===== config.mk =====
export PLATFORM = sky130hd
export DESIGN_NAME = line_sensor_pd_steering_flat
export DESIGN_NICKNAME = d
export VERILOG_FILES = /design/src/hw/rtl/lsps_pkg.sv /design/src/hw/rtl/lsps_if.sv /design/src/hw/rtl/line_sensor_pd_steering.sv /design/src/flat_wrapper.sv
export SDC_FILE = /design/constraint.sdc
export NUM_CORES = 1
export LEC_CHECK = 0
export BUFFER_PORTS_ARGS = -buffer_cell sky130_fd_sc_hd__buf_2
export CORE_UTILIZATION = 50
export CTS_BUF_LIST = sky130_fd_sc_hd__clkbuf_4 sky130_fd_sc_hd__clkbuf_8 sky130_fd_sc_hd__clkbuf_16
export CTS_CLUSTER_DIAMETER = 80
export DETAILED_ROUTE_END_ITERATION = 12
export PLACE_DENSITY = 0.69
export SLEW_MARGIN = 0
export SYNTH_ARGS = -nofsm -noshare
export SYNTH_HDL_FRONTEND = slang
export SYNTH_SLANG_ARGS = --single-unit

===== constraint.sdc =====
create_clock -name clk -period 9.65 [get_ports clk]
set_clock_uncertainty 0.2 [all_clocks]
set_input_delay 0.965 -clock clk [delete_from_list [all_inputs] [get_ports clk]]
set_output_delay 0.965 -clock clk [all_outputs]
set_load 0.03 [all_outputs]

===== src/hw/rtl/lsps_pkg.sv =====
// types, constants and helpers shared by the line sensor steering block
package lsps_pkg;

    localparam int NUM_SENSORS  = 14;
    localparam int SAMPLE_BITS  = 10;

    localparam int Q12_ONE      = 4096;
    localparam int FULL_PERCENT = 100;
    localparam int EDGE_SPAN    = 3;
    localparam int HALF         = NUM_SENSORS / 2;
    localparam int EDGE_POS     = HALF * FULL_PERCENT;

    localparam int GAIN_W       = 16;
    localparam int MARGIN_W     = 10;
    localparam int CFG_DATA_W   = 16;
    localparam int CFG_IDX_W    = 2;

    localparam int DRIVE_W      = 16;
    localparam int POS_W        = 11;
    localparam int SCNT_W       = $clog2(NUM_SENSORS);
    localparam int WGT_W        = 5;
    localparam int WSUM_W       = 13;
    localparam int FSUM_W       = $clog2(NUM_SENSORS * Q12_ONE + 1);
    localparam int FRAC_W       = 13;
    localparam int PCT_W        = 7;
    localparam int FRAC_Q_W     = 12;
    localparam int POS_Q_W      = 11;
    localparam int DIV_W        = FSUM_W;
    localparam int DCNT_W       = 4;
    localparam int THR_W        = ((SAMPLE_BITS > MARGIN_W) ? SAMPLE_BITS : MARGIN_W) + 1;
    localparam int P100_W       = SAMPLE_BITS + PCT_W;
    localparam int ACC_W        = 30;

    typedef enum logic [CFG_IDX_W-1:0] {
        REG_PROP_GAIN   = 2'd0,
        REG_DERIV_GAIN  = 2'd1,
        REG_LOW_MARGIN  = 2'd2,
        REG_HIGH_MARGIN = 2'd3
    } cfg_reg_t;

    typedef enum logic [3:0] {
        S_IDLE,
        S_CLASS,
        S_FRAC,
        S_PCT_INIT,
        S_PCT,
        S_ACCUM,
        S_FRAME,
        S_POS,
        S_POS_DONE,
        S_MUL_P,
        S_MUL_D,
        S_FINISH
    } state_t;

    function automatic logic signed [WGT_W-1:0] weight_of(input logic [SCNT_W-1:0] idx);
        int i;
        int lo;
        int hi;
        i  = int'(idx);
        lo = NUM_SENSORS / 2;
        hi = (NUM_SENSORS + 1) / 2;
        if (i < lo)
        begin
            return WGT_W'(i - lo);
        end
        if (i < hi)
        begin
            return '0;
        end
        return WGT_W'(i - hi + 1);
    endfunction

endpackage


===== src/hw/rtl/lsps_if.sv =====
// item channels of the line sensor steering block

interface lsps_sensor_if;
    logic                              valid;
    logic                              ready;
    logic [lsps_pkg::SAMPLE_BITS-1:0]  sample;
    logic [lsps_pkg::SAMPLE_BITS-1:0]  cal_min;
    logic [lsps_pkg::SAMPLE_BITS-1:0]  cal_max;

    modport source (output valid, output sample, output cal_min, output cal_max, input ready);
    modport sink   (input valid, input sample, input cal_min, input cal_max, output ready);
endinterface

interface lsps_result_if;
    logic                                valid;
    logic                                ready;
    logic signed [lsps_pkg::DRIVE_W-1:0] drive;
    logic signed [lsps_pkg::POS_W-1:0]   position;
    logic                                line_seen;

    modport source (output valid, output drive, output position, output line_seen, input ready);
    modport sink   (input valid, input drive, input position, input line_seen, output ready);
endinterface


===== src/hw/rtl/line_sensor_pd_steering.sv =====
// line sensor centroid with pd steering output, one shared divider and multiplier
//
//  channel   dir   handshake          payload
//  sensor    in    valid / ready      sample, cal_min, cal_max
//  result    out   valid / ready      drive, position, line_seen
//  config    in    wr_en              wr_index, wr_data
//
//  a sample in the middle band passes through the shared restoring
//  divider (12 steps for the fraction, 7 for the percent); a clipped sample skips it
//  the last sample of a frame adds the position divide
//  and the two passes through the shared multiplier
//  reset clears the frame sums and edge flags, sets the line flag and loads the register defaults
//  a held result stalls the frame end and with it the next frame's samples

module line_sensor_pd_steering
(
    input  logic                                clk,
    input  logic                                rst_n,
    input  logic                                wr_en,
    input  logic [lsps_pkg::CFG_IDX_W-1:0]      wr_index,
    input  logic [lsps_pkg::CFG_DATA_W-1:0]     wr_data,
    lsps_sensor_if.sink                         sensor,
    lsps_result_if.source                       result
);

    localparam int SB = lsps_pkg::SAMPLE_BITS;

    // configuration
    logic [lsps_pkg::GAIN_W-1:0]    prop_gain_reg;
    logic [lsps_pkg::GAIN_W-1:0]    deriv_gain_reg;
    logic [lsps_pkg::MARGIN_W-1:0]  low_margin_reg;
    logic [lsps_pkg::MARGIN_W-1:0]  high_margin_reg;

    // control and frame state
    lsps_pkg::state_t                   state_reg, state_next;
    logic [lsps_pkg::SCNT_W-1:0]        scount_reg;
    logic signed [lsps_pkg::WSUM_W-1:0] wsum_reg;
    logic [lsps_pkg::FSUM_W-1:0]        fsum_reg;
    logic                               left_now_reg, right_now_reg;
    logic                               left_before_reg, right_before_reg;
    logic                               on_line_reg;
    logic signed [lsps_pkg::POS_W-1:0]  prev_pos_reg;
    logic                               res_valid_reg;

    // working registers
    logic [SB-1:0]                      samp_reg, min_reg, max_reg;
    logic [lsps_pkg::DIV_W-1:0]         rem_reg, divisor_reg;
    logic [lsps_pkg::PCT_W-1:0]         dvd_reg;
    logic [lsps_pkg::FRAC_Q_W-1:0]      quo_reg;
    logic [lsps_pkg::DCNT_W-1:0]        cnt_reg;
    logic [lsps_pkg::FRAC_W-1:0]        frac_reg;
    logic [lsps_pkg::PCT_W-1:0]         pct_reg;
    logic signed [lsps_pkg::POS_W-1:0]  pos_reg;
    logic signed [lsps_pkg::ACC_W-1:0]  acc_reg;

    // result registers
    logic signed [lsps_pkg::DRIVE_W-1:0] res_drive_reg;
    logic signed [lsps_pkg::POS_W-1:0]   res_pos_reg;
    logic                                res_seen_reg;

    // control decode
    logic accept;
    logic div_step;
    logic out_load;

    // classification
    logic          zero_hit, full_hit;
    logic [SB-1:0] d_val, r_val;
    logic [lsps_pkg::P100_W-1:0] p100;

    // shared divider step
    logic [lsps_pkg::DIV_W:0]   trial_a;
    logic [lsps_pkg::DIV_W-1:0] trial_b;
    logic [lsps_pkg::DIV_W+1:0] trial_diff;
    logic                       take;
    logic [lsps_pkg::FRAC_Q_W-1:0] quo_step;

    // frame end
    logic                               ws_neg;
    logic [lsps_pkg::WSUM_W-1:0]        ws_mag;
    logic [lsps_pkg::POS_Q_W-1:0]       pos_q;
    logic signed [lsps_pkg::POS_W-1:0]  pos_div;
    logic signed [lsps_pkg::WSUM_W-1:0] w_ext, pct_ext, w_add;
    logic                               last_sensor;

    // shared multiplier and drive
    logic signed [lsps_pkg::POS_W:0]    mul_a;
    logic signed [lsps_pkg::GAIN_W:0]   mul_b;
    logic signed [lsps_pkg::ACC_W-1:0]  product;
    logic signed [lsps_pkg::ACC_W-1:0]  acc_adj, acc_shr;
    logic signed [lsps_pkg::DRIVE_W-1:0] drive_sat;

    localparam logic signed [lsps_pkg::ACC_W-1:0] DRV_MAX = lsps_pkg::ACC_W'(32767);
    localparam logic signed [lsps_pkg::ACC_W-1:0] DRV_MIN = lsps_pkg::ACC_W'(-32768);
    localparam logic signed [lsps_pkg::ACC_W-1:0] RND_ADD = lsps_pkg::ACC_W'(255);

    // configuration writes
    always_ff @(posedge clk or negedge rst_n)
    begin
        if (!rst_n)
        begin
            prop_gain_reg   <= lsps_pkg::GAIN_W'(256);
            deriv_gain_reg  <= lsps_pkg::GAIN_W'(128);
            low_margin_reg  <= lsps_pkg::MARGIN_W'(150);
            high_margin_reg <= lsps_pkg::MARGIN_W'(25);
        end
        else if (wr_en)
        begin
            unique case (wr_index)
                lsps_pkg::REG_PROP_GAIN:   prop_gain_reg   <= wr_data[lsps_pkg::GAIN_W-1:0];
                lsps_pkg::REG_DERIV_GAIN:  deriv_gain_reg  <= wr_data[lsps_pkg::GAIN_W-1:0];
                lsps_pkg::REG_LOW_MARGIN:  low_margin_reg  <= wr_data[lsps_pkg::MARGIN_W-1:0];
                lsps_pkg::REG_HIGH_MARGIN: high_margin_reg <= wr_data[lsps_pkg::MARGIN_W-1:0];
                default: ;
            endcase
        end
    end

    // sample classification
    always_comb
    begin
        zero_hit = lsps_pkg::THR_W'(samp_reg)
                   <= lsps_pkg::THR_W'(min_reg) + lsps_pkg::THR_W'(low_margin_reg);
        full_hit = lsps_pkg::THR_W'(samp_reg) + lsps_pkg::THR_W'(high_margin_reg)
                   >= lsps_pkg::THR_W'(max_reg);
        d_val    = samp_reg - min_reg;
        r_val    = max_reg - min_reg;
        p100     = lsps_pkg::P100_W'(d_val) * lsps_pkg::P100_W'(lsps_pkg::FULL_PERCENT);
    end

    // frame end helpers
    always_comb
    begin
        ws_neg  = wsum_reg[lsps_pkg::WSUM_W-1];
        ws_mag  = ws_neg ? lsps_pkg::WSUM_W'(-wsum_reg) : lsps_pkg::WSUM_W'(wsum_reg);
        pos_q   = quo_reg[lsps_pkg::POS_Q_W-1:0];
        if (ws_neg)
        begin
            pos_div = (pos_q > lsps_pkg::POS_Q_W'(1024))
                      ? lsps_pkg::POS_W'(-1024) : -$signed(pos_q);
        end
        else
        begin
            pos_div = (pos_q > lsps_pkg::POS_Q_W'(1023))
                      ? lsps_pkg::POS_W'(1023) : $signed(pos_q);
        end
        w_ext       = lsps_pkg::WSUM_W'(lsps_pkg::weight_of(scount_reg));
        pct_ext     = $signed(lsps_pkg::WSUM_W'(pct_reg));
        w_add       = pct_ext * w_ext;
        last_sensor = scount_reg == lsps_pkg::SCNT_W'(lsps_pkg::NUM_SENSORS - 1);
    end

    // shared compare and subtract
    always_comb
    begin
        if (state_reg == lsps_pkg::S_FRAME)
        begin
            trial_a = (lsps_pkg::DIV_W+1)'({ws_mag, 1'b0});
            trial_b = fsum_reg;
        end
        else
        begin
            trial_a = {rem_reg, dvd_reg[lsps_pkg::PCT_W-1]};
            trial_b = divisor_reg;
        end
        trial_diff = {1'b0, trial_a} - {2'b00, trial_b};
        take       = !trial_diff[lsps_pkg::DIV_W+1];
        quo_step   = {quo_reg[lsps_pkg::FRAC_Q_W-2:0], take};
    end

    // shared multiplier and drive scaling
    always_comb
    begin
        if (state_reg == lsps_pkg::S_MUL_P)
        begin
            mul_a = {pos_reg[lsps_pkg::POS_W-1], pos_reg};
            mul_b = $signed({1'b0, prop_gain_reg});
        end
        else
        begin
            mul_a = {pos_reg[lsps_pkg::POS_W-1], pos_reg}
                    - {prev_pos_reg[lsps_pkg::POS_W-1], prev_pos_reg};
            mul_b = $signed({1'b0, deriv_gain_reg});
        end
        product = mul_a * mul_b;
        acc_adj = acc_reg[lsps_pkg::ACC_W-1] ? acc_reg + RND_ADD : acc_reg;
        acc_shr = acc_adj >>> 8;
        if (acc_shr > DRV_MAX)
        begin
            drive_sat = lsps_pkg::DRIVE_W'(DRV_MAX);
        end
        else if (acc_shr < DRV_MIN)
        begin
            drive_sat = lsps_pkg::DRIVE_W'(DRV_MIN);
        end
        else
        begin
            drive_sat = acc_shr[lsps_pkg::DRIVE_W-1:0];
        end
    end

    // next state
    always_comb
    begin
        state_next = state_reg;
        unique case (state_reg)
            lsps_pkg::S_IDLE:
                if (sensor.valid)
                begin
                    state_next = lsps_pkg::S_CLASS;
                end
            lsps_pkg::S_CLASS:
                state_next = (zero_hit || full_hit) ? lsps_pkg::S_ACCUM : lsps_pkg::S_FRAC;
            lsps_pkg::S_FRAC:
                if (cnt_reg == lsps_pkg::DCNT_W'(1))
                begin
                    state_next = lsps_pkg::S_PCT_INIT;
                end
            lsps_pkg::S_PCT_INIT:
                state_next = lsps_pkg::S_PCT;
            lsps_pkg::S_PCT:
                if (cnt_reg == lsps_pkg::DCNT_W'(1))
                begin
                    state_next = lsps_pkg::S_ACCUM;
                end
            lsps_pkg::S_ACCUM:
                state_next = last_sensor ? lsps_pkg::S_FRAME : lsps_pkg::S_IDLE;
            lsps_pkg::S_FRAME:
                if (fsum_reg == '0)
                begin
                    state_next = lsps_pkg::S_MUL_P;
                end
                else
                begin
                    state_next = take ? lsps_pkg::S_POS_DONE : lsps_pkg::S_POS;
                end
            lsps_pkg::S_POS:
                if (cnt_reg == lsps_pkg::DCNT_W'(1))
                begin
                    state_next = lsps_pkg::S_POS_DONE;
                end
            lsps_pkg::S_POS_DONE:
                state_next = lsps_pkg::S_MUL_P;
            lsps_pkg::S_MUL_P:
                state_next = lsps_pkg::S_MUL_D;
            lsps_pkg::S_MUL_D:
                state_next = lsps_pkg::S_FINISH;
            lsps_pkg::S_FINISH:
                if (out_load)
                begin
                    state_next = lsps_pkg::S_IDLE;
                end
            default:
                state_next = lsps_pkg::S_IDLE;
        endcase
    end

    // control outputs
    always_comb
    begin
        sensor.ready = state_reg == lsps_pkg::S_IDLE;
        accept       = sensor.valid && (state_reg == lsps_pkg::S_IDLE);
        div_step     = (state_reg == lsps_pkg::S_FRAC) || (state_reg == lsps_pkg::S_PCT)
                       || (state_reg == lsps_pkg::S_POS);
        out_load     = (state_reg == lsps_pkg::S_FINISH) && (!res_valid_reg || result.ready);
    end

    // control and frame state
    always_ff @(posedge clk or negedge rst_n)
    begin
        if (!rst_n)
        begin
            state_reg        <= lsps_pkg::S_IDLE;
            scount_reg       <= '0;
            wsum_reg         <= '0;
            fsum_reg         <= '0;
            left_now_reg     <= 1'b0;
            right_now_reg    <= 1'b0;
            left_before_reg  <= 1'b0;
            right_before_reg <= 1'b0;
            on_line_reg      <= 1'b1;
            prev_pos_reg     <= '0;
            res_valid_reg    <= 1'b0;
        end
        else
        begin
            state_reg <= state_next;

            if (state_reg == lsps_pkg::S_ACCUM)
            begin
                wsum_reg   <= wsum_reg + w_add;
                fsum_reg   <= fsum_reg + lsps_pkg::FSUM_W'(frac_reg);
                scount_reg <= scount_reg + lsps_pkg::SCNT_W'(1);
                if (frac_reg != '0)
                begin
                    if (int'(scount_reg) < lsps_pkg::EDGE_SPAN)
                    begin
                        left_now_reg <= 1'b1;
                    end
                    if (int'(scount_reg) + lsps_pkg::EDGE_SPAN >= lsps_pkg::NUM_SENSORS)
                    begin
                        right_now_reg <= 1'b1;
                    end
                end
            end

            if ((state_reg == lsps_pkg::S_FRAME) && (fsum_reg == '0) && on_line_reg
                && (left_before_reg || right_before_reg))
            begin
                on_line_reg <= 1'b0;
            end

            if (state_reg == lsps_pkg::S_POS_DONE)
            begin
                on_line_reg <= 1'b1;
            end

            if (out_load)
            begin
                res_valid_reg    <= 1'b1;
                prev_pos_reg     <= pos_reg;
                left_before_reg  <= left_now_reg;
                right_before_reg <= right_now_reg;
                left_now_reg     <= 1'b0;
                right_now_reg    <= 1'b0;
                wsum_reg         <= '0;
                fsum_reg         <= '0;
                scount_reg       <= '0;
            end
            else if (result.ready)
            begin
                res_valid_reg <= 1'b0;
            end
        end
    end

    // working datapath
    always_ff @(posedge clk)
    begin
        if (accept)
        begin
            samp_reg <= sensor.sample;
            min_reg  <= sensor.cal_min;
            max_reg  <= sensor.cal_max;
        end

        if (div_step)
        begin
            if (take)
            begin
                rem_reg <= trial_diff[lsps_pkg::DIV_W-1:0];
            end
            else
            begin
                rem_reg <= trial_a[lsps_pkg::DIV_W-1:0];
            end
            dvd_reg <= {dvd_reg[lsps_pkg::PCT_W-2:0], 1'b0};
            quo_reg <= quo_step;
            cnt_reg <= cnt_reg - lsps_pkg::DCNT_W'(1);
        end

        unique case (state_reg)
            lsps_pkg::S_CLASS:
            begin
                if (zero_hit)
                begin
                    frac_reg <= '0;
                    pct_reg  <= '0;
                end
                else if (full_hit)
                begin
                    frac_reg <= lsps_pkg::FRAC_W'(lsps_pkg::Q12_ONE);
                    pct_reg  <= lsps_pkg::PCT_W'(lsps_pkg::FULL_PERCENT);
                end
                rem_reg     <= lsps_pkg::DIV_W'(d_val);
                divisor_reg <= lsps_pkg::DIV_W'(r_val);
                dvd_reg     <= '0;
                cnt_reg     <= lsps_pkg::DCNT_W'(lsps_pkg::FRAC_Q_W);
            end
            lsps_pkg::S_PCT_INIT:
            begin
                frac_reg <= lsps_pkg::FRAC_W'(quo_reg);
                rem_reg  <= lsps_pkg::DIV_W'(p100[lsps_pkg::P100_W-1:lsps_pkg::PCT_W]);
                dvd_reg  <= p100[lsps_pkg::PCT_W-1:0];
                cnt_reg  <= lsps_pkg::DCNT_W'(lsps_pkg::PCT_W);
            end
            lsps_pkg::S_PCT:
                if (cnt_reg == lsps_pkg::DCNT_W'(1))
                begin
                    pct_reg <= quo_step[lsps_pkg::PCT_W-1:0];
                end
            lsps_pkg::S_FRAME:
            begin
                if (fsum_reg == '0)
                begin
                    if (!on_line_reg)
                    begin
                        pos_reg <= prev_pos_reg;
                    end
                    else if (left_before_reg)
                    begin
                        pos_reg <= lsps_pkg::POS_W'(-lsps_pkg::EDGE_POS);
                    end
                    else if (right_before_reg)
                    begin
                        pos_reg <= lsps_pkg::POS_W'(lsps_pkg::EDGE_POS);
                    end
                    else
                    begin
                        pos_reg <= '0;
                    end
                end
                else
                begin
                    // quotient of 2048 or more saturates
                    if (take)
                    begin
                        quo_reg <= '1;
                    end
                    rem_reg     <= lsps_pkg::DIV_W'({ws_mag, 1'b0});
                    divisor_reg <= fsum_reg;
                    dvd_reg     <= '0;
                    cnt_reg     <= lsps_pkg::DCNT_W'(lsps_pkg::POS_Q_W);
                end
            end
            lsps_pkg::S_POS_DONE:
                pos_reg <= pos_div;
            lsps_pkg::S_MUL_P:
                acc_reg <= product;
            lsps_pkg::S_MUL_D:
                acc_reg <= acc_reg + product;
            default: ;
        endcase

        if (out_load)
        begin
            res_drive_reg <= drive_sat;
            res_pos_reg   <= pos_reg;
            res_seen_reg  <= on_line_reg;
        end
    end

    assign result.valid     = res_valid_reg;
    assign result.drive     = res_drive_reg;
    assign result.position  = res_pos_reg;
    assign result.line_seen = res_seen_reg;

endmodule


===== src/flat_wrapper.sv =====
// flat-port wrapper written by rule: the top's interface ports become plain ports
module line_sensor_pd_steering_flat 
  (clk, rst_n, wr_en, wr_index, wr_data, sensor_valid, sensor_sample, sensor_cal_min, sensor_cal_max, sensor_ready, result_valid, result_drive, result_position, result_line_seen, result_ready);
  lsps_sensor_if sensor_i ();
  lsps_result_if result_i ();
  input  logic clk;
  input  logic rst_n;
  input  logic wr_en;
  input  logic [lsps_pkg::CFG_IDX_W-1:0] wr_index;
  input  logic [lsps_pkg::CFG_DATA_W-1:0] wr_data;
  input wire logic [$bits(sensor_i.valid)-1:0] sensor_valid;
  input wire logic [$bits(sensor_i.sample)-1:0] sensor_sample;
  input wire logic [$bits(sensor_i.cal_min)-1:0] sensor_cal_min;
  input wire logic [$bits(sensor_i.cal_max)-1:0] sensor_cal_max;
  output wire logic [$bits(sensor_i.ready)-1:0] sensor_ready;
  output wire logic [$bits(result_i.valid)-1:0] result_valid;
  output wire logic [$bits(result_i.drive)-1:0] result_drive;
  output wire logic [$bits(result_i.position)-1:0] result_position;
  output wire logic [$bits(result_i.line_seen)-1:0] result_line_seen;
  input wire logic [$bits(result_i.ready)-1:0] result_ready;
  assign sensor_i.valid = sensor_valid;
  assign sensor_i.sample = sensor_sample;
  assign sensor_i.cal_min = sensor_cal_min;
  assign sensor_i.cal_max = sensor_cal_max;
  assign sensor_ready = sensor_i.ready;
  assign result_valid = result_i.valid;
  assign result_drive = result_i.drive;
  assign result_position = result_i.position;
  assign result_line_seen = result_i.line_seen;
  assign result_i.ready = result_ready;
  line_sensor_pd_steering u_core (.clk(clk), .rst_n(rst_n), .wr_en(wr_en), .wr_index(wr_index), .wr_data(wr_data), .sensor(sensor_i), .result(result_i));
endmodule

==> results of run 1 <==
## metrics by stage
stage | hold slack, ns | area [µm²] | setup WS, ns
detailed placement | 0.245 | 28000 | -0.0481
finish | 0.230 | 29500 | 0.240
global route | 0.265 | 29500 | -0.0520
CTS | 0.232 | 29200 | 0.00435
floorplan | 0.227 | 26600 | 0.512
global placement | 0.238 | 28000 | 0.147
## per-layer routing
layer  vias to the layer above  global-route usage (%)  wire length [µm]
met5                         -                       0                 0
met4                         0                    6.90              1680
met3                       105                    3.90              4220
met2                       630                    41.4             31500
met1                     10500                    37.3             32300
li1                      10200                       -                 -
## Yosys cell counts (49+ instances only)
cell,count,area [µm²]
fa_1,180,3600
nand3_1,49,245
a21oi_1,162,811
inv_1,354,1330
nor2_1,137,514
mux2_2,60,676
dfrtp_1,96,2400
edfxtp_1,135,4050
o21ai_0,185,926
clkbuf_1,88,330
xnor2_1,89,780
xor2_1,65,569
nand2_1,414,1550
ha_1,289,3620
## cell usage in the layout, fill, tap and decap left out, types with 46 or more instances in the layout
cell type / instances
nand2_1: 414
inv_1: 353
ha_1: 283
o21ai_0: 178
fa_1: 178
a21oi_1: 151
edfxtp_1: 135
nor2_1: 134
dfrtp_1: 96
xnor2_1: 88
buf_2: 81
buf_4: 81
xor2_1: 65
mux2_2: 59
nand3_1: 49
a21o_1: 46
and2_1: 46
## logic make-up after synthesis
group	synth area share, %
buf+inv	6.43
compound gates	14.7
xor+xnor	5.08
simple gates	14.9
flops	28.2
mux	3.52
fa+ha+maj	27.2
## worst max-delay path by stage
stage | endpoint | slack, ns | cells after the start | startpoint
final | u_core.acc_reg[28]$_DFFE_PN_ | 0.24 | 35 | u_core.pos_reg[0]$_DFFE_PP_
after global routing | u_core.acc_reg[29]$_DFFE_PN_ | -0.05 | 38 | u_core.pos_reg[0]$_DFFE_PP_
after CTS | u_core.acc_reg[26]$_DFFE_PN_ | 0.004 | 38 | u_core.pos_reg[0]$_DFFE_PP_
after detailed placement | u_core.acc_reg[26]$_DFFE_PN_ | -0.05 | 38 | u_core.pos_reg[0]$_DFFE_PP_
after global placement | u_core.acc_reg[29]$_DFFE_PN_ | 0.15 | 34 | u_core.pos_reg[0]$_DFFE_PP_
after floorplan | u_core.acc_reg[29]$_DFFE_PN_ | 0.51 | 35 | u_core.pos_reg[0]$_DFFE_PP_
## timing repair
action,4_1_cts,5_1_grt
hold buffers,0,0
pin swaps,0,30
resized for setup,2,45
setup buffers,0,16
hold endpoints to repair,0,0
cloned,0,1
endpoints found under the setup margin,3,10
## final cells by class
type / instances / area, µm² / share of cell area (%)
multi-input combinational: 2191 / 17600 / 59.6
clock buffer: 48 / 1030 / 3.48
timing repair buffer: 164 / 1040 / 3.52
clock inverter: 16 / 183 / 0.619
inverter: 355 / 1330 / 4.51
tap: 688 / 861 / 2.91
sequential: 280 / 7500 / 25.4
==> impl_metrics.csv, run 1 <==
group,metric,value,unit
outcome,run_status,"complete, no violations",
layout,fin_nets,3550,
setup_path,r2r-start,"u_core.pos_reg[0]$_DFFE_PP_",
drt,drtIter0Drc,1598,
setup_path,worstSetupPathType,"flop to flop",
sta,finalHoldViolCount,0,
grt,grt_util_all_layers,26.2,%
clock_tree,clock-root-buffer,"clkbuf_16",
floorplan,start_util,50.5,%
layout,drive_gt1_share,11.9,%
floorplan,die_area,54000,µm²
yosys,syn_area,26600,µm²
sta,fmax,106,MHz
layout,fillers,4717,
layout,antenna_cells,0,
drt,antenna_left,0,
setup_path,cp_data_required_time,9.88,ns
setup_path,rr_endpoint,"u_core.acc_reg[28]$_DFFE_PN_",
place,gp_congestion,0.932,
job,cap_violations,0,
setup_path,cp-end-kind,"flop",
yosys,synth_edf_count,135,
clock_tree,cts_buffers,36,
floorplan,die_h,232,µm
yosys,ys_seq_area_share,28.2,%
yosys,ys.flop_type,"edfxtp_1",
drt,post_drt_via_cell_ratio,5.75,
yosys,async_flop_share,37.9,%
layout,largest_reg_flops,30,
yosys,yosys_warnings,0,
grt,grt_pass1_wl,112000,µm
setup_path,ff2ff_path_depth,35,
floorplan,rows,84,
clock_tree,clkTransAtPathRegs,0.06,ns
grt,antenna_found_initial,0,
setup_path,critPathLaunchType,"flop",
sta,fin_tns_setup,0,ns
drt,routed_wl,69700,µm
grt,grt.overflow.total,0,
drt,drc_errors,0,
yosys,syn-num-nets,3444,
floorplan,die_w,232,µm
yosys,avgSynthCellArea,9.09,µm²
setup_path,arrival,9.64,ns
drt,dr.pass1.iters,7,
grt,grt_max_degree,75,
sta,finalMaxSlewViolations,0,
yosys,synth_cell_types,83,
setup_path,path_buf_inv,7,
setup_path,crit_slowest_cell,"or4b_2",
min_path,hp-class,"input pin to asynchronous set/reset pin",
floorplan,io_pins,83,
clock_tree,clkLatencyLatePin,0.56,ns
place,port_buffers,82,
sta,setup_violations,0,
grt,grt_pass1_vias,21000,
drt,num_vias,21500,
layout,area_growth,11.2,%
layout,fin_util,56.2,%
setup_path,cpMostUsedCell,"inv_1",
clock_tree,cts_tree,"yes",
yosys,ys_ff_latch,280,
drt,wl_per_cell,18.6,µm
setup_path,critPathMaxFanout,6,
layout,stdcell_count,3742,
sta,worst_slew_pin_slew,1.30,ns
setup_path,reg2reg_setup_slack,0.24,ns
place,dp.cells,3661,
place,dp_hpwl,54000,µm
sta,relSlewSlack,13.2,%
floorplan,coreArea,52600,µm²
setup_path,cp_slowest_stage_delay,0.60,ns
yosys,synthCells,2922,
clock_tree,cts.htree.levels,2,
sta,post-route-period-util,97.5,%
sta,fin_crit,9.41,ns
clock_tree,ctsLongestPathBuffers,3,
clock_tree,clock-sinks,280,
setup_path,cp_top_family,"adder cells",
Power of run 1 is not shown: default switching activity piles up to over one toggle a cycle in this logic, so the estimate is an artifact.
==> run 2, diff against run 1 <==
--- a/config.mk
+++ b/config.mk
@@ -6,11 +6,11 @@
 export NUM_CORES = 1
 export LEC_CHECK = 0
 export BUFFER_PORTS_ARGS = -buffer_cell sky130_fd_sc_hd__buf_2
-export CORE_UTILIZATION = 50
+export CORE_UTILIZATION = 58
 export CTS_BUF_LIST = sky130_fd_sc_hd__clkbuf_4 sky130_fd_sc_hd__clkbuf_8 sky130_fd_sc_hd__clkbuf_16
 export CTS_CLUSTER_DIAMETER = 80
 export DETAILED_ROUTE_END_ITERATION = 12
-export PLACE_DENSITY = 0.69
+export PLACE_DENSITY = 0.78
 export SLEW_MARGIN = 0
 export SYNTH_ARGS = -nofsm -noshare
 export SYNTH_HDL_FRONTEND = slang
==> run 2 against run 1 <==
Effect of this change: core utilization grew 8.6 points; register-to-register slack about the same; cell area down 0.67%; flip-flop and latch count stayed put; cell count shrank 2.7%; critical endpoint is now u_core.acc_reg[29]$_DFFE_PN_; largest cell class unchanged.
==> impl_metrics.csv, run 2 (synthesis gave the netlist of run 1 again) <==
group,metric,value,unit
outcome,run_status,"complete, no violations",
drt,drc_errors,0,
grt,grt.overflow.total,0,
drt,num_vias,22000,
sta,finalHoldViolCount,0,
sta,worst_slew_pin_slew,1.26,ns
floorplan,io_pins,83,
setup_path,reg2reg_setup_slack,0.25,ns
layout,fin_util,64.8,%
clock_tree,cts.htree.levels,2,
drt,post_drt_via_cell_ratio,6.04,
sta,fin_crit,9.40,ns
grt,grt_pass1_wl,111000,µm
drt,drtIter0Drc,2065,
clock_tree,clock-sinks,280,
floorplan,rows,78,
setup_path,r2r-start,"u_core.pos_reg[0]$_DFFE_PP_",
setup_path,arrival,9.48,ns
sta,setup_violations,0,
sta,fin_tns_setup,0,ns
drt,dr.pass1.iters,6,
clock_tree,clock-root-buffer,"clkbuf_16",
place,port_buffers,82,
clock_tree,cts_buffers,35,
layout,antenna_cells,0,
setup_path,cp_data_required_time,9.73,ns
setup_path,crit_slowest_cell,"fa_1",
grt,grt_max_degree,75,
sta,whs,0.222,ns
drt,wl_per_cell,19.1,µm
setup_path,critPathMaxFanout,8,
floorplan,coreArea,45300,µm²
setup_path,ff2ff_path_depth,35,
layout,largest_reg_flops,30,
layout,layout_commonest_cell,"nand2_1",
layout,area_growth,10.4,%
sta,fmax,106,MHz
sta,finalMaxSlewViolations,0,
setup_path,rr_endpoint,"u_core.acc_reg[29]$_DFFE_PN_",
clock_tree,clkLatencyLatePin,0.56,ns
setup_path,cp_slowest_stage_delay,0.54,ns
floorplan,die_w,216,µm
sta,finalWorstSetupSlack,0.251,ns
layout,fin_nets,3536,
setup_path,cp-end-kind,"flop",
place,dp_hpwl,53400,µm
setup_path,worstSetupPathType,"flop to flop",
min_path,hp-class,"input pin to asynchronous set/reset pin",
floorplan,die_area,46700,µm²
grt,antenna_found_initial,1,
drt,antenna_left,0,
place,place_ws,-0.142,ns
sta,relSlewSlack,15.4,%
place,gp_congestion,0.962,
layout,layout_common_cells,"nand2_1 (414), inv_1 (354), ha_1 (284)",
grt,grt_util_all_layers,29.7,%
clock_tree,clkTransAtPathRegs,0.06,ns
floorplan,die_h,216,µm
setup_path,critPathLaunchType,"flop",
clock_tree,ctsLongestPathBuffers,3,
drt,routed_wl,69600,µm
clock_tree,cts_tree,"yes",
job,cap_violations,0,
sta,post-route-period-util,97.4,%
floorplan,start_util,58.7,%
layout,drive_gt1_share,11.5,%
grt,grt_pass1_vias,21700,
run 2: what timing repair did:
item | in CTS | in global routing
endpoints found under the setup margin | 2 | 10
gates cloned | 0 | 2
resized for setup | 2 | 47
hold buffers | 0 | 0
pin swaps | 0 | 12
buffers inserted | 0 | 9
run 2: worst max-delay path by stage:
| stage | start | slack, ns | endpoint | cells after the start |
|---|---|---|---|---|
| after floorplan | u_core.pos_reg[0]$_DFFE_PP_ | 0.51 | u_core.acc_reg[29]$_DFFE_PN_ | 35 |
| after global placement | u_core.pos_reg[0]$_DFFE_PP_ | 0.23 | u_core.acc_reg[29]$_DFFE_PN_ | 35 |
| after detailed placement | u_core.pos_reg[1]$_DFFE_PP_ | -0.14 | u_core.acc_reg[29]$_DFFE_PN_ | 34 |
| after CTS | u_core.pos_reg[0]$_DFFE_PP_ | 0.02 | u_core.acc_reg[29]$_DFFE_PN_ | 35 |
| after global routing | u_core.pos_reg[0]$_DFFE_PP_ | -0.14 | u_core.acc_reg[29]$_DFFE_PN_ | 36 |
| final | u_core.pos_reg[0]$_DFFE_PP_ | 0.25 | u_core.acc_reg[29]$_DFFE_PN_ | 35 |
run 2: cell type report:
type / count / area (µm²)
clock buffer: 47 / 991
sequential: 280 / 7500
multi-input combinational: 2192 / 17600
inverter: 355 / 1330
timing repair buffer: 150 / 923
tap: 600 / 751
clock inverter: 16 / 195
fill: 3696 / 15900
run 2: layer usage:
layer  vias up  share of wire (%)  global-route usage, %
li1      10200                  -                      -
met1     10700                 43                   41.0
met2       889                 46                   47.9
met3       149                8.1                   5.03
met4         0                3.0                   9.11
met5         -                  0                      0
run 2: per-stage QoR:
step	std cells	area, µm²
after floorplan	2922	26600
after global placement	3566	27800
after detailed placement	3566	27800
after CTS	3629	29000
after global routing	3640	29300
final	3640	29300
run 2: critical path: cells and delay by family, from the launching register on:
| kind | cells | cell delay, ns |
|---|---|---|
| adder cells (fa/ha/maj) | 9 | 3.52 |
| AO/OA/AOI/OAI | 14 | 3.29 |
| AND/OR/NAND/NOR | 4 | 0.92 |
| buffers and inverters | 6 | 0.48 |
| flip-flops | 1 | 0.38 |
| multiplexers | 1 | 0.24 |
| XOR/XNOR | 1 | 0.09 |
Power of run 2 is left out for the same reason.
==> run 3, diff against run 2 <==
--- a/config.mk
+++ b/config.mk
@@ -6,6 +6,7 @@
 export NUM_CORES = 1
 export LEC_CHECK = 0
 export BUFFER_PORTS_ARGS = -buffer_cell sky130_fd_sc_hd__buf_2
+export CORE_MARGIN = 2
 export CORE_UTILIZATION = 58
 export CTS_BUF_LIST = sky130_fd_sc_hd__clkbuf_4 sky130_fd_sc_hd__clkbuf_8 sky130_fd_sc_hd__clkbuf_16
 export CTS_CLUSTER_DIAMETER = 80
==> run 3 against run 2 <==
Effect of this change: cell count about the same; die area rose by 1.9%; register-to-register slack about the same; critical path depth unchanged; core utilization down 0.055 points; flip-flop and latch count did not move; global-route usage about the same; via count shrank 1.2%; first-iteration DRC count shrank 18%; hold slack got worse by 0.057 ns; wire length up 0.51%; sequential share of layout area about the same; largest cell class unchanged; highest routed layer unchanged.
==> impl_metrics.csv, run 3 (synthesis gave the netlist of run 1 again) <==
group,metric,value,unit
setup_path,critPathMaxFanout,7,
floorplan,die_w,218,µm
grt,grt.overflow.total,0,
sta,setup_violations,0,
clock_tree,cts.htree.levels,2,
setup_path,cp-end-kind,"flop",
clock_tree,clkLatencyLatePin,0.55,ns
place,placedInstanceArea,27800,µm²
grt,grt_util_all_layers,29.7,%
drt,wl_per_cell,19.2,µm
clock_tree,clock-root-buffer,"clkbuf_16",
drt,antenna_left,0,
layout,layout_common_cells,"nand2_1 (414), inv_1 (354), ha_1 (287)",
clock_tree,clkTransAtPathRegs,0.06,ns
setup_path,cp_top_family,"adder cells",
setup_path,cp_data_required_time,9.86,ns
grt,grt_pass1_vias,21600,
setup_path,ff2ff_path_depth,35,
job,cap_violations,0,
outcome,run_status,"complete, no violations",
place,gp_congestion,0.948,
floorplan,io_pins,83,
setup_path,r2r-start,"u_core.pos_reg[0]$_DFFE_PP_",
grt,antenna_found_initial,1,
sta,finalHoldViolCount,0,
floorplan,rows,78,
setup_path,crit_cells,35,
layout,antenna_cells,0,
drt,post_drt_via_cell_ratio,5.97,
clock_tree,cts_buffers,35,
place,dp_hpwl,53600,µm
layout,layout_commonest_cell,"nand2_1",
drt,routed_wl,69900,µm
drt,dr.pass1.iters,6,
setup_path,path_buf_inv,6,
sta,post-route-period-util,97.5,%
layout,largest_reg_flops,30,
setup_path,cpMostUsedCell,"fa_1",
sta,fmax,106,MHz
setup_path,arrival,9.62,ns
clock_tree,ctsLongestPathBuffers,3,
layout,stdcell_area,29300,µm²
setup_path,worstSetupPathType,"flop to flop",
sta,worst_slew_pin_slew,1.19,ns
layout,area_growth,10.3,%
clock_tree,cts_tree,"yes",
grt,grt_pass1_wl,112000,µm
drt,drtIter0Drc,1694,
min_path,hp-class,"input pin to asynchronous set/reset pin",
floorplan,die_h,218,µm
sta,relSlewSlack,20.1,%
place,port_buffers,82,
layout,fin_nets,3534,
setup_path,cp_slowest_stage_delay,0.63,ns
setup_path,critPathLaunchType,"flop",
setup_path,rr_endpoint,"u_core.acc_reg[28]$_DFFE_PN_",
setup_path,endpoint,"u_core.acc_reg[28]$_DFFE_PN_",
floorplan,coreArea,45300,µm²
setup_path,reg2reg_setup_slack,0.24,ns
grt,grt_max_degree,75,
drt,num_vias,21700,
setup_path,startpoint,"u_core.pos_reg[0]$_DFFE_PP_",
floorplan,die_area,47500,µm²
sta,finalMaxSlewViolations,0,
layout,drive_gt1_share,11.1,%
sta,fin_crit,9.41,ns
floorplan,start_util,58.7,%
drt,drc_errors,0,
setup_path,crit_slowest_cell,"or4b_2",
clock_tree,clock-sinks,280,
==> run 3: final cells by class <==
type	instances	area, µm²
Multi-Input combinational cell	2192	17600
Clock inverter	14	208
Tap cell	600	751
Sequential cell	280	7500
Fill cell	3709	16000
Timing Repair Buffer	148	921
Clock buffer	49	1040
Inverter	355	1330
==> run 3: layer usage <==
| metal | wire length, µm | track usage, % | part of all wire [%] |
|---|---|---|---|
| met1 | 29900 | 41.9 | 43 |
| met2 | 32000 | 47.4 | 46 |
| met3 | 6140 | 4.83 | 8.8 |
| met4 | 1870 | 8.62 | 2.7 |
| met5 | 0 | 0 | 0 |
==> run 3: timing repair <==
| action | in CTS | in global routing |
|---|---|---|
| endpoints found under the hold margin | 0 | 0 |
| endpoints found under the setup margin | 2 | 10 |
| gates resized for setup | 2 | 31 |
| buffers inserted | 0 | 8 |
| gates cloned | 0 | 2 |
| pin swaps | 0 | 10 |
| hold buffers | 0 | 0 |
==> run 3: worst min-delay path by stage <==
stage / endpoint / slack [ns] / depth (start not counted)
after floorplan: u_core.dvd_reg[1]$_DFF_P_ / 0.23 / 2
after global placement: u_core.dvd_reg[1]$_DFF_P_ / 0.24 / 2
after detailed placement: u_core.dvd_reg[0]$_DFF_P_ / 0.25 / 1
after CTS: u_core.prop_gain_reg[4]$_DFFE_PN0P_ / 0.15 / 1
after global routing: u_core.deriv_gain_reg[12]$_DFFE_PN0P_ / 0.18 / 1
final: u_core.deriv_gain_reg[12]$_DFFE_PN0P_ / 0.16 / 1
==> run 3: worst register-to-register path: cells and delay by family, from the launching register on <==
| family | cells | cell delay [ns] |
|---|---|---|
| compound gates | 15 | 2.95 |
| simple gates | 5 | 1.54 |
| flops | 1 | 0.39 |
| buf+inv | 6 | 0.45 |
| fa+ha+maj | 9 | 3.75 |
==> run 3: metrics by stage <==
stage | hold WS (ns) | utilization, % | setup TNS [ns] | worst slack, ns | cells
after floorplan | 0.227 | - | 0 | 0.512 | 2922
after global placement | 0.236 | 61.5 | 0 | 0.140 | 3565
after detailed placement | 0.248 | 61.5 | 0 | 0.0209 | 3565
after CTS | 0.150 | 64.3 | 0 | 0.0289 | 3628
after global routing | 0.182 | 64.7 | -0.0513 | -0.0296 | 3638
final | 0.165 | 64.7 | 0 | 0.240 | 3638
Power of run 3 is left out for the same reason.
